===== src/rtl/modbus_rtu_read_master_top_defines.svh =====
// ---------------------------------------------------------------------------
// Modbus RTU read master: assertion macros
// Clocked property checks, compiled out for synthesis.
// ---------------------------------------------------------------------------
`ifndef MODBUS_RTU_READ_MASTER_TOP_DEFINES_SVH
`define MODBUS_RTU_READ_MASTER_TOP_DEFINES_SVH

`ifndef SYNTHESIS
`define MBRM_ASSERT_IMP(label, pre, post) \
   label: assert property (@(posedge clock) disable iff (reset) (pre) |-> (post)) \
      else $error("modbus rtu read master: same-cycle check failed");
`define MBRM_ASSERT_NEXT(label, pre, post) \
   label: assert property (@(posedge clock) disable iff (reset) (pre) |=> (post)) \
      else $error("modbus rtu read master: next-cycle check failed");
`else
`define MBRM_ASSERT_IMP(label, pre, post)
`define MBRM_ASSERT_NEXT(label, pre, post)
`endif

`endif


===== src/rtl/mbrm_pkg.sv =====
// ---------------------------------------------------------------------------
// Modbus RTU read master: shared package
// Action and status codes, CRC-16 byte step and inter-module structs.
// ---------------------------------------------------------------------------
package mbrm_pkg;

   localparam int          COUNT_W      = 8;
   localparam logic [15:0] CRC_INIT     = 16'hFFFF;
   localparam logic [15:0] CRC_POLY     = 16'hA001;
   localparam logic [7:0]  FUNC_READ    = 8'h03;
   localparam logic        KIND_TX      = 1'b0;
   localparam logic        KIND_RESULT  = 1'b1;
   localparam logic [2:0]  TX_CRC_LO_IDX = 3'd6;
   localparam logic [2:0]  TX_LAST_IDX  = 3'd7;
   // reply byte count from which the older trailer byte enters the payload window
   localparam logic [COUNT_W-1:0] PAYLOAD_FIRST = 8'd5;

   typedef enum logic [1:0] {
      ACT_SEND = 2'd0,
      ACT_BYTE = 2'd1,
      ACT_END  = 2'd2
   } action_type;

   typedef enum logic [1:0] {
      ST_OK       = 2'd0,
      ST_NO_REPLY = 2'd1,
      ST_CRC_ERR  = 2'd2,
      ST_OVERFLOW = 2'd3
   } status_type;

   typedef struct packed {
      logic       clear;
      logic       push;
      logic [7:0] rx_byte;
   } reply_ctl_type;

   typedef struct packed {
      status_type  status;
      logic [31:0] value;
   } reply_res_type;

   // one byte through the reflected CRC-16
   function automatic logic [15:0] crc_byte(input logic [15:0] crc, input logic [7:0] b);
      logic [15:0] c;
      c = crc ^ {8'h00, b};
      for (int k = 0; k < 8; k++) begin
         c = c[0] ? ((c >> 1) ^ CRC_POLY) : (c >> 1);
      end
      return c;
   endfunction

endpackage


===== src/rtl/mbrm_reply.sv =====
// ---------------------------------------------------------------------------
// Modbus RTU read master: reply tracker
// Folds reply bytes into the CRC behind a two-byte trailer, keeps the payload
// window and reports the status of the finished reply.
// ---------------------------------------------------------------------------
module mbrm_reply
   import mbrm_pkg::*;
#(
   parameter int MAX_FRAME = 128
) (
   input  logic          clock,
   input  logic          reset,
   input  reply_ctl_type ctl,
   output reply_res_type res
);

   localparam logic [COUNT_W-1:0] MaxCount = COUNT_W'(MAX_FRAME);

   logic [15:0]        crc_ff,    crc_in;
   logic [COUNT_W-1:0] count_ff,  count_in;
   logic [15:0]        tail_ff,   tail_in;
   logic [31:0]        window_ff, window_in;
   logic               ovf_ff,    ovf_in;

   always_ff @(posedge clock) begin
      if (reset) begin
         crc_ff    <= CRC_INIT;
         count_ff  <= '0;
         tail_ff   <= '0;
         window_ff <= '0;
         ovf_ff    <= 1'b0;
      end else begin
         crc_ff    <= crc_in;
         count_ff  <= count_in;
         tail_ff   <= tail_in;
         window_ff <= window_in;
         ovf_ff    <= ovf_in;
      end
   end

   always_comb begin
      crc_in    = crc_ff;
      count_in  = count_ff;
      tail_in   = tail_ff;
      window_in = window_ff;
      ovf_in    = ovf_ff;
      priority if (ctl.clear) begin
         crc_in    = CRC_INIT;
         count_in  = '0;
         tail_in   = '0;
         window_in = '0;
         ovf_in    = 1'b0;
      end else if (ctl.push) begin
         if (count_ff >= MaxCount) begin
            // drop the beat, remember it
            ovf_in = 1'b1;
         end else begin
            if (count_ff >= COUNT_W'(2)) begin
               crc_in = crc_byte(crc_ff, tail_ff[15:8]);
            end
            if (count_ff >= PAYLOAD_FIRST) begin
               window_in = {window_ff[23:0], tail_ff[15:8]};
            end
            tail_in  = {tail_ff[7:0], ctl.rx_byte};
            count_in = count_ff + COUNT_W'(1);
         end
      end
   end

   always_comb begin
      res.value = '0;
      priority if (ovf_ff) begin
         res.status = ST_OVERFLOW;
      end else if (count_ff == '0) begin
         res.status = ST_NO_REPLY;
      end else if (count_ff == COUNT_W'(1)) begin
         res.status = ST_CRC_ERR;
      end else if (crc_ff[7:0] == tail_ff[15:8] && crc_ff[15:8] == tail_ff[7:0]) begin
         res.status = ST_OK;
         res.value  = window_ff;
      end else begin
         res.status = ST_CRC_ERR;
      end
   end

endmodule


===== src/rtl/modbus_rtu_read_master_top.sv =====
// ---------------------------------------------------------------------------
// Modbus RTU read master (function 0x03)
// Sends read-holding-register requests with CRC-16 and checks the replies.
// ---------------------------------------------------------------------------
//  channel | dir | beat contents
//  req     | in  | tuser action; tdata slave_addr, reg_addr, reg_count, rx_byte
//  rsp     | out | tuser kind; tlast last; tdata tx_byte, value, status
//
//  Reply bytes give no result beat; an end beat gives one result beat.
//  A send beat gives eight result beats, one per cycle while rsp_tready is
//  high; the CRC is built one byte per beat as the frame goes out, so req is
//  held off until the eighth byte leaves. The result register decouples the
//  two sides. Reset is synchronous and empties the reply state.
// ---------------------------------------------------------------------------
`include "modbus_rtu_read_master_top_defines.svh"

module modbus_rtu_read_master_top
   import mbrm_pkg::*;
#(
   parameter int MAX_FRAME = 128
) (
   input  logic        clock,
   input  logic        reset,
   input  logic        req_tvalid,
   output logic        req_tready,
   input  logic [47:0] req_tdata,  // slave_addr[7:0], reg_addr[23:8], reg_count[39:24],
                                   // rx_byte[47:40]
   input  logic [1:0]  req_tuser,  // action[1:0]
   output logic        rsp_tvalid,
   input  logic        rsp_tready,
   output logic [47:0] rsp_tdata,  // tx_byte[7:0], value[39:8], status[41:40], zero above
   output logic        rsp_tuser,  // kind
   output logic        rsp_tlast
);

   logic [7:0]  slave_addr;
   logic [15:0] reg_addr;
   logic [15:0] reg_count;
   logic [7:0]  rx_byte;
   action_type  action;

   logic accept_in, send_go, byte_go, end_go;
   logic rsp_take, tx_step, tx_done, out_free;

   reply_ctl_type reply_ctl;
   reply_res_type reply_res;

   logic        rsp_valid_ff,  rsp_valid_in;
   logic        rsp_kind_ff,   rsp_kind_in;
   logic [7:0]  rsp_byte_ff,   rsp_byte_in;
   logic        rsp_last_ff,   rsp_last_in;
   logic [31:0] rsp_value_ff,  rsp_value_in;
   status_type  rsp_status_ff, rsp_status_in;

   logic        tx_active_ff, tx_active_in;
   logic [2:0]  tx_idx_ff,    tx_idx_in;
   logic [39:0] tx_shift_ff,  tx_shift_in;
   logic [15:0] tx_crc_ff,    tx_crc_in;
   logic [2:0]  tx_next;

   assign slave_addr = req_tdata[7:0];
   assign reg_addr   = req_tdata[23:8];
   assign reg_count  = req_tdata[39:24];
   assign rx_byte    = req_tdata[47:40];
   assign action     = action_type'(req_tuser);

   assign rsp_take = rsp_valid_ff && rsp_tready;
   assign tx_step  = tx_active_ff && rsp_take && (tx_idx_ff != TX_LAST_IDX);
   assign tx_done  = tx_active_ff && rsp_take && (tx_idx_ff == TX_LAST_IDX);
   assign out_free = (!rsp_valid_ff || rsp_tready) &&
                     (!tx_active_ff || tx_idx_ff == TX_LAST_IDX);
   assign tx_next  = tx_idx_ff + 3'd1;

   assign req_tready = out_free;
   assign accept_in  = req_tvalid && req_tready;

   always_comb begin
      send_go = 1'b0;
      byte_go = 1'b0;
      end_go  = 1'b0;
      unique case (action)
         ACT_SEND: send_go = accept_in;
         ACT_BYTE: byte_go = accept_in;
         ACT_END:  end_go  = accept_in;
         default:  ;
      endcase
   end

   assign reply_ctl.clear   = send_go || end_go;
   assign reply_ctl.push    = byte_go;
   assign reply_ctl.rx_byte = rx_byte;

   mbrm_reply #(
      .MAX_FRAME (MAX_FRAME)
   ) u_reply (
      .clock (clock),
      .reset (reset),
      .ctl   (reply_ctl),
      .res   (reply_res)
   );

   always_ff @(posedge clock) begin
      if (reset) begin
         rsp_valid_ff <= 1'b0;
         tx_active_ff <= 1'b0;
         tx_idx_ff    <= '0;
      end else begin
         rsp_valid_ff <= rsp_valid_in;
         tx_active_ff <= tx_active_in;
         tx_idx_ff    <= tx_idx_in;
      end
   end

   always_ff @(posedge clock) begin
      rsp_kind_ff   <= rsp_kind_in;
      rsp_byte_ff   <= rsp_byte_in;
      rsp_last_ff   <= rsp_last_in;
      rsp_value_ff  <= rsp_value_in;
      rsp_status_ff <= rsp_status_in;
      tx_shift_ff   <= tx_shift_in;
      tx_crc_ff     <= tx_crc_in;
   end

   always_comb begin
      rsp_valid_in  = rsp_valid_ff;
      rsp_kind_in   = rsp_kind_ff;
      rsp_byte_in   = rsp_byte_ff;
      rsp_last_in   = rsp_last_ff;
      rsp_value_in  = rsp_value_ff;
      rsp_status_in = rsp_status_ff;
      tx_active_in  = tx_done ? 1'b0 : tx_active_ff;
      tx_idx_in     = tx_idx_ff;
      tx_shift_in   = tx_shift_ff;
      tx_crc_in     = tx_crc_ff;
      priority if (send_go) begin
         rsp_valid_in  = 1'b1;
         rsp_kind_in   = KIND_TX;
         rsp_byte_in   = slave_addr;
         rsp_last_in   = 1'b0;
         rsp_value_in  = '0;
         rsp_status_in = ST_OK;
         tx_active_in  = 1'b1;
         tx_idx_in     = '0;
         // bytes still to go, next one lowest
         tx_shift_in   = {reg_count[7:0], reg_count[15:8], reg_addr[7:0], reg_addr[15:8],
                          FUNC_READ};
         tx_crc_in     = crc_byte(CRC_INIT, slave_addr);
      end else if (end_go) begin
         rsp_valid_in  = 1'b1;
         rsp_kind_in   = KIND_RESULT;
         rsp_byte_in   = '0;
         rsp_last_in   = 1'b1;
         rsp_value_in  = reply_res.value;
         rsp_status_in = reply_res.status;
      end else if (tx_step) begin
         tx_idx_in = tx_next;
         priority if (tx_next < TX_CRC_LO_IDX) begin
            rsp_byte_in = tx_shift_ff[7:0];
            tx_shift_in = {8'h00, tx_shift_ff[39:8]};
            tx_crc_in   = crc_byte(tx_crc_ff, tx_shift_ff[7:0]);
         end else if (tx_next == TX_CRC_LO_IDX) begin
            rsp_byte_in = tx_crc_ff[7:0];
         end else begin
            rsp_byte_in = tx_crc_ff[15:8];
            rsp_last_in = 1'b1;
         end
      end else if (rsp_take) begin
         rsp_valid_in = 1'b0;
      end
   end

   assign rsp_tvalid = rsp_valid_ff;
   assign rsp_tuser  = rsp_kind_ff;
   assign rsp_tlast  = rsp_last_ff;
   assign rsp_tdata  = {6'b0, rsp_status_ff, rsp_value_ff, rsp_byte_ff};

   `MBRM_ASSERT_IMP(a_tx_holds_output, tx_active_ff, rsp_valid_ff)
   `MBRM_ASSERT_IMP(a_no_accept_mid_frame, req_tready, !tx_active_ff || tx_idx_ff == TX_LAST_IDX)
   `MBRM_ASSERT_NEXT(a_frame_continues, rsp_take && !rsp_kind_ff && !rsp_last_ff, rsp_valid_ff && !rsp_kind_ff)
   `MBRM_ASSERT_IMP(a_result_is_last, rsp_valid_ff && rsp_kind_ff, rsp_last_ff)

endmodule


===== config.mk =====
export PLATFORM = sky130hd
export DESIGN_NAME = modbus_rtu_read_master_top
export DESIGN_NICKNAME = d
export VERILOG_FILES = /design/src/rtl/mbrm_pkg.sv /design/src/rtl/mbrm_reply.sv /design/src/rtl/modbus_rtu_read_master_top.sv
export VERILOG_INCLUDE_DIRS = /design/src /design/src/rtl
export SDC_FILE = /design/constraint.sdc
export NUM_CORES = 1
export LEC_CHECK = 0
export BUFFER_PORTS_ARGS = -buffer_cell sky130_fd_sc_hd__buf_2
export CAP_MARGIN = 20
export CORE_MARGIN = 2
export CORE_UTILIZATION = 46
export CTS_CLUSTER_DIAMETER = 40
export DETAILED_ROUTE_END_ITERATION = 16
export PLACE_DENSITY = 0.63
export SLEW_MARGIN = 20
export SYNTH_ARGS = -nofsm -noshare
export SYNTH_HDL_FRONTEND = slang
export SYNTH_SLANG_ARGS = --single-unit

===== constraint.sdc =====
create_clock -name clock -period 6 [get_ports clock]
set_clock_uncertainty 0.2 [all_clocks]
set_input_delay 1.2 -clock clock [delete_from_list [all_inputs] [get_ports clock]]
set_output_delay 1.2 -clock clock [all_outputs]
set_load 0.01 [all_outputs]

==> metrics, run 1 <==
WL met2=a little under 8000 um; H-tree levels=4; share of cells above drive strength 1=approximately 20%; Worst VDD drop=roughly 0.0002 V; R2R Path End=u_reply.window_ff[23]$_SDFFE_PP0P_; most frequent cell after synthesis=nand2_1; Final period util=between 50% and 60%; vias in the first global route=around 5300; CTS resizes=0; Layout Nets=900; Core ar.=16520 sq um; RePlAce Congestion=roughly 0.86; Critical R2R Launch=tx_idx_ff[0]$_SDFFE_PP0P_; Worst Hold Depth=2; Hold Violations, Final=0; DRC=0; # fillers=between 1000 and 1500; postcts setup bufs=0; fmax=~0.29 GHz; Iteration-0 DRC Markers=~280; ys flop type=dfxtp_1; Final Worst Setup Slack=approximately 2500 ps; Initial Utilization=46.84%; sequential-to-total area share from yosys stat=between 50% and 60%; R2R depth=8; P per Cell Area=roughly 290 nW/um^2; Clock Sinks=between 150 and 200; WP data arrival=about 3600 ps; cell accounting for the most synthesized area=dfxtp_1; final slew viol count=0; Vias=about 5400; Hold-fix buffers, CTS=0; WS Path Type=input port to flop; Syn-to-layout area delta=15.11%; Yosys top cell area share=around a third; Unique masters post-synth=between 40 and 50; Routed Antenna Nets=0; Die H=between 100 and 150 um; largest net degree at the start of global routing=60; Die ar.=around 18000 sq um; CTS buffer count=17; crit path time final=around 3500 ps; post-DP HPWL=roughly 11000 um; met3 routed WL=727 um; status=finished clean; EDFF count, synth=56; flops & latches, synth=between 150 and 200; Root Buffer Master=clkbuf_16; worst hold slack=238.3 ps; RSZ-0062 raised after global routing=no; row count=between 40 and 50; dominant cells by area after synthesis=dfxtp_1 32%, edfxtp_1 22%, nand2_1 7.1%; synth cell count leaders=147 x nand2_1, 122 x dfxtp_1, 59 x nor2_1; Maximum Capacitance Violations=0; post-synthesis cell area=between 7000 and 8000 sq um; Power, Total=roughly 2600 uW; maximum fanout along the worst path=12; DRT met1 WL=roughly 7300 um; Setup crit end kind=flop; DR WL/cell=15.04 um; total wire length=approximately 16000 um; I/O pin count=106; maximum clock path buffer count=2; final setup fails=0; Worst-Margin Slew=approximately 1000 ps; utilization after layout=about 54%; Min-Delay Path Class=flop to flop; Tot GR Track Use=between 10% and 20%; first-pass GRT wire length=26410 um; routed vias/inst=5.096; first drt pass iteration count=5; total gr overflow=0; CP Data Required Time=between 6000 and 7000 ps; Critical Path Start Type=input port; dpl ws=approximately 1900 ps; width of the die=~130 um; Top Metal Used=met4; I/O Buffers=99; setup_tns=0 ps; Hold EP=rsp_value_ff[29]$_SDFFE_PP0P_; Synth Warn #=0; Slew HR=between 30% and 40%; CTS tree=done; synthesized area per cell=between 10 and 15 sq um; initial antenna violation count=0; R2R Setup Slk=roughly 2700 ps; Synth async-reset ratio=0%; Clk pin slew, worst setup/hold paths=~70 ps; hold wc startpoint=rsp_value_ff[29]$_SDFFE_PP0P_; Post-Synthesis Cells=~760; Leak=approximately 0.0034 uW; ant diodes=0; clock latency on the worst-skew pair=about 430 ps
-- worst max-delay path by stage --
stage	startpoint	cells past startpoint	slack, ps	endpoint
global route	rsp_tready	7	2300	u_reply.window_ff[26]$_SDFFE_PP0P_
global placement	rsp_tready	5	2050	tx_shift_ff[39]$_DFFE_PP_
CTS	rsp_tready	5	2360	tx_shift_ff[8]$_DFFE_PP_
floorplan	rsp_tready	6	2180	tx_crc_ff[0]$_DFFE_PP_
finish	rsp_tready	7	2510	u_reply.window_ff[23]$_SDFFE_PP0P_
detailed placement	rsp_tready	5	1910	tx_shift_ff[34]$_DFFE_PP_
-- state kept, by name, indices dropped and copies added, names as in the netlist, 2 cells and up --
register           cells
tx_shift_ff           40
rsp_value_ff          32
u_reply.window_ff     32
tx_crc_ff             16
u_reply.crc_ff        16
u_reply.tail_ff       16
rsp_byte_ff            8
u_reply.count_ff       8
tx_idx_ff              3
rsp_status_ff          2
-- layer usage --
metal,GRT usage (%),up-vias
met4,7.151,0
met5,0,-
met3,4.033,24
met1,23.84,2540
li1,-,2736
met2,30.60,137
-- critical path: stages --
cell      delay [ps]
buf_2            100
nand2b_1         210
nand4_1          440
nor3_2           960
buf_4            390
mux2i_1          230
nor2_1            60
-- placed cells by master (no fill, tap or decap), types with 16 or more instances in the layout --
cell type / instances
dfxtp_1: 122
nand2_1: 146
xnor2_1: 41
a21oi_1: 42
nor2_1: 57
o21ai_2: 25
mux2i_1: 50
buf_2: 99
o21ai_0: 17
edfxtp_1: 56
clkbuf_16: 17
xor2_1: 16
a22o_1: 24
-- layout make-up --
| class | count | area, sq um | share of cell area [%] |
|---|---|---|---|
| multi-input cells | 524 | 3356 | 37.66 |
| flip-flops and latches | 178 | 4124 | 46.29 |
| clock buffers | 19 | 432.9 | 4.859 |
| well taps | 220 | 275.3 | 3.089 |
| inverters | 8 | 30.03 | 0.3370 |
| clock inverters | 13 | 151.4 | 1.699 |
| repair buffers | 105 | 540.5 | 6.067 |
-- report_power, final --
group | leakage [uW] | switching, uW | internal [uW]
sequential | 0.00151 | 14.8 | 1280
clock | 0.000278 | 472 | 620
combinational | 0.00161 | 115 | 93.0
total | 0.00340 | 602 | 1990
-- metrics by stage --
step / instances / area [sq um]
floorplan: 762 / 7759
global placement: 1035 / 8313
detailed placement: 1035 / 8315
CTS: 1067 / 8900
global route: 1067 / 8910
finish: 1067 / 8910
-- kinds of logic after synthesis --
group,synth area share [%]
and+or+nand+nor,14.69
AOI/OAI and AO/OA,11.01
buffers and inverters,4.057
xor gates and xnor gates,8.503
other,0.04845
DFF,53.28
muxes,6.466
adders and majority gates,1.940
Note: power is estimated with default switching activity, not from simulation.
==> inputs of run 2 (changes only) <==
==> constraint.sdc (replaced) <==
create_clock -name clock -period 3.4 [get_ports clock]
set_clock_uncertainty 0.2 [all_clocks]
set_input_delay 0.68 -clock clock [delete_from_list [all_inputs] [get_ports clock]]
set_output_delay 0.68 -clock clock [all_outputs]
set_load 0.01 [all_outputs]
==> metrics, run 2 (synthesis results as in run 1) <==
RePlAce Congestion=0.8410; Die ar.=17880 sq um; Sw Pwr=between 1000 and 1500 uW; initial antenna violation count=0; maximum fanout along the worst path=32; crit path time final=2999 ps; share of cells above drive strength 1=20.79%; max reg flops=40; Critical Path Start Type=flop; Initial Utilization=between 40 and 50%; maximum clock path buffer count=2; WL met2=7775 um; Clock Sinks=178; Routed Antenna Nets=0; # fillers=approximately 1500; Min-Delay Path Class=flop to flop; WS Path Type=flop to flop; ant diodes=0; Final Worst Setup Slack=~400 ps; P per Cell Area=approximately 500 nW/um^2; clock latency on the worst-skew pair=between 400 and 500 ps; postcts setup bufs=0; I/O pin count=approximately 110; CTS resizes=0; DR WL/cell=around 15 um; Root Buffer Master=clkbuf_16; Tot GR Track Use=between 10% and 20%; width of the die=around 130 um; area of the multi-input gates=3336 sq um; first-pass GRT wire length=between 20000 and 30000 um; Final period util=between 80% and 90%; Clock power frac=42.3%; Core ar.=~17000 sq um; largest net degree at the start of global routing=slightly above 40; total gr overflow=0; first drt pass iteration count=4; most frequent cells in the layout=146 x nand2_1, 122 x dfxtp_1, 99 x buf_2; largest register by flop count=tx_shift_ff; DRT met1 WL=about 7000 um; status=finished clean; Syn-to-layout area delta=16.13%; part of the power in registers=between 40% and 50%; CTS buffer count=17; Top Metal Used=met4; Leak=~0.0035 uW; switching share of total power=a little under a quarter; final setup fails=0; dpl ws=~400 ps; CP Data Required Time=roughly 3600 ps; Vias=5479; Worst-Margin Slew=957.6 ps; Worst VDD drop=0.0004515 V; Setup crit end kind=flop; sequential cell area=4124 sq um; setup_tns=0 ps; Slew HR=between 30% and 40%; Layout Nets=909; commonest non-fill, non-tap cell in the layout=nand2_1; vias in the first global route=around 5300; routed vias/inst=just over 5; row count=47; combinational power share=around 8.1%; registers with the most flip-flops=tx_shift_ff: 40 flops, rsp_value_ff: 32 flops, u_reply.window_ff: 32 flops; Hold Violations, Final=0; Die H=133.7 um; WP data arrival=3160 ps; fmax=between 0.3 and 0.4 GHz; utilization after layout=a little over half; DRC=0; H-tree levels=4; final slew viol count=0; Power, Total=4591 uW; Maximum Capacitance Violations=0; Iteration-0 DRC Markers=289; Hold-fix buffers, CTS=0; total wire length=15890 um; met3 routed WL=about 570 um; Clk pin slew, worst setup/hold paths=around 70 ps; CTS tree=done; post-DP HPWL=approximately 11000 um; RSZ-0062 raised after global routing=no; Internal=~3500 uW; I/O Buffers=slightly below 100
==> run 2: through the flow <==
stage	instance area (sq um)	hold WS, ps	cells
2_1_floorplan	7759	227.7	762
3_3_place_gp	8398	230.5	1044
3_5_place_dp	8398	236.6	1044
4_1_cts	8989	251.6	1076
5_1_grt	8989	271.0	1076
6_report	8989	246.4	1076
==> run 2: final cells by class <==
cell class	instances	share of cell area (%)
sequential	178	45.88
multi-input combinational	524	37.11
timing repair buffer	114	7.043
clock buffer	19	5.053
tap	220	3.062
clock inverter	13	1.517
inverter	8	0.3341
==> run 2: routing by layer <==
metal	vias to the layer above	track usage [%]
met5	-	0
met1	2568	23.60
met2	123	31.08
met3	22	3.729
met4	0	8.038
li1	2766	-
==> run 2: path summary, 6_finish.rpt <==
path                                    startpoint                            end  slack [ps]  cells past startpoint
setup reg to reg  u_reply.tail_ff[12]$_SDFFE_PP0P_   rsp_value_ff[1]$_SDFFE_PP0P_         400                      7
hold reg to reg      rsp_value_ff[30]$_SDFFE_PP0P_  rsp_value_ff[30]$_SDFFE_PP0P_         250                      2
hold / removal       rsp_value_ff[30]$_SDFFE_PP0P_  rsp_value_ff[30]$_SDFFE_PP0P_         250                      2
setup / recovery  u_reply.tail_ff[12]$_SDFFE_PP0P_   rsp_value_ff[1]$_SDFFE_PP0P_         400                      7
==> run 2: power by group through the flow <==
| stage | combinational [uW] | clock, uW | sequential (uW) |
|---|---|---|---|
| floorplan | 259 | 0 | 2330 |
| global placement | 360 | 0 | 2320 |
| detailed placement | 370 | 0 | 2330 |
| CTS | 373 | 1980 | 2280 |
| global route | 408 | 2080 | 2280 |
| finish | 371 | 1940 | 2280 |
==> run 2: critical path, stage by stage (launching register included) <==
cell and delay [ps]:
dfxtp_1 340, xnor2_1 340, ha_1 220, nand4_1 80
or4_1 540, a2111o_1 380, or3b_4 600, o21ai_0 210
==> inputs of run 3 (changes only) <==
--- a/config.mk
+++ b/config.mk
@@ -6,13 +6,12 @@
 export SDC_FILE = /design/constraint.sdc
 export NUM_CORES = 1
 export LEC_CHECK = 0
-export BUFFER_PORTS_ARGS = -buffer_cell sky130_fd_sc_hd__buf_2
 export CAP_MARGIN = 20
-export CORE_MARGIN = 2
 export CORE_UTILIZATION = 46
 export CTS_CLUSTER_DIAMETER = 40
 export DETAILED_ROUTE_END_ITERATION = 16
-export PLACE_DENSITY = 0.63
+export DONT_BUFFER_PORTS = 1
+export PLACE_DENSITY = 0.58
 export SLEW_MARGIN = 20
 export SYNTH_ARGS = -nofsm -noshare
 export SYNTH_HDL_FRONTEND = slang
==> metrics, run 3 (synthesis results as in run 1) <==
I/O pin count=106; slowest stage delay, CP=620 ps; I/O Buffers=0; CTS tree=done; Routed Antenna Nets=0; # fillers=~1500; status=finished clean; Root Buffer Master=clkbuf_16; Final period util=between 80% and 90%; WP buf/inv=0; Leak=~0.003 uW; total gr overflow=0; first-pass GRT wire length=around 26000 um; Slew HR=about three fifths; Clock Sinks=178; critical path's top delay family=simple AND/OR/NAND/NOR gates; CP Data Required Time=~3600 ps; Syn-to-layout area delta=9.877%; setup_tns=0 ps; DRC=0; Layout Nets=809; first drt pass iteration count=4; Worst path slowest cell=or3b_4; sequential cell area=4124 sq um; Power, Total=roughly 4600 uW; Worst VDD drop=~0.00036 V; maximum clock path buffer count=2; ant diodes=0; routed vias/inst=5.188; area of the multi-input gates=approximately 3300 sq um; fmax=0.3302 GHz; P per Cell Area=around 540 nW/um^2; RePlAce Congestion=~0.8; Min-Delay Path Class=input port to flop; Tot GR Track Use=19.16%; registers with the most flip-flops=tx_shift_ff: 40 flops, rsp_value_ff: 32 flops, u_reply.window_ff: 32 flops; share of cells above drive strength 1=between 10% and 20%; largest net degree at the start of global routing=just under 50; crit path time final=between 3000 and 4000 ps; WP data arrival=roughly 3200 ps; CTS resizes=0; Hold Violations, Final=0; final setup fails=0; final slew viol count=0; H-tree levels=4; initial antenna violation count=0; worst hold slack=approximately 120 ps; RSZ-0062 raised after global routing=no; Initial Utilization=a little under half; max reg flops=40; row count=between 40 and 50; Core ar.=~17000 sq um; total wire length=about 16000 um; Iteration-0 DRC Markers=240; largest register by flop count=tx_shift_ff; Vias=~5000; Critical Path Start Type=flop; Setup crit end kind=flop; commonest non-fill, non-tap cell in the layout=nand2_1; Clk pin slew, worst setup/hold paths=approximately 70 ps; most frequent cells in the layout=146 x nand2_1, 122 x dfxtp_1, 58 x nor2_1; postcts setup bufs=0; DR WL/cell=between 15 and 20 um; Worst-Margin Slew=a little over 600 ps; Hold-fix buffers, CTS=0; vias in the first global route=5020; width of the die=131.7 um; maximum fanout along the worst path=32; clock latency on the worst-skew pair=about 420 ps; Maximum Capacitance Violations=0; R2R Setup Slk=between 300 and 400 ps; Cell Chain, Critical Path=xnor2_1 > ha_1 > nand4_1 > or4_1 > a2111o_1 > or3b_4 > o21ai_0; Die H=~130 um; post-DP HPWL=about 11000 um; WS Path Type=flop to flop; CTS buffer count=17; Die ar.=approximately 17000 sq um
## run 3: per-layer routing
metal	global-route usage, %	part of all wire [%]	vias to the layer above
met5	0	0	-
met4	6.848	1.6	0
met3	4.090	3.7	18
met2	30.95	47	102
met1	25.36	48	2385
li1	-	-	2558
## run 3: cell type report
cell class / count / area share [%]
multi-input cells: 524 / 39.28
clock buffers: 21 / 5.797
repair buffers: 14 / 1.530
clock inverters: 11 / 1.309
well taps: 220 / 3.237
flip-flops and latches: 178 / 48.49
inverters: 8 / 0.3531
## run 3: path summary, 6_finish.rpt
path	cells past startpoint	start	endpoint
hold / removal	1	reset	rsp_tvalid$_SDFFE_PP0P_
setup / recovery	7	u_reply.crc_ff[4]$_SDFFE_PP1P_	rsp_value_ff[0]$_SDFFE_PP0P_
hold reg to reg	2	u_reply.window_ff[30]$_SDFFE_PP0P_	rsp_value_ff[30]$_SDFFE_PP0P_
setup reg to reg	7	u_reply.crc_ff[4]$_SDFFE_PP1P_	rsp_value_ff[0]$_SDFFE_PP0P_
## run 3: worst reg2reg max path: stages (launching register included)
cell and delay [ps]:
dfxtp_1 320, xnor2_1 350, ha_1 210, nand4_1 80
or4_1 540, a2111o_1 400, or3b_4 620, o21ai_0 240
## run 3: metrics by stage
step | util (%) | worst slack (ps) | instance area (sq um) | instances
floorplan | - | 88.47 | 7759 | 762
global placement | 47.81 | 410.6 | 7900 | 944
detailed placement | 47.81 | 359.7 | 7900 | 944
CTS | 51.47 | 357.7 | 8504 | 976
global route | 51.47 | 175.5 | 8504 | 976
finish | 51.47 | 371.4 | 8504 | 976
## run 3: report_power, final
group	switching, uW	internal [uW]	leakage [uW]	total (uW)
Sequential	36.8	2250	0.00151	2290
Combinational	172	140	0.00120	312
Clock	839	1130	0.000303	1970
Total	1050	3530	0.00301	4570
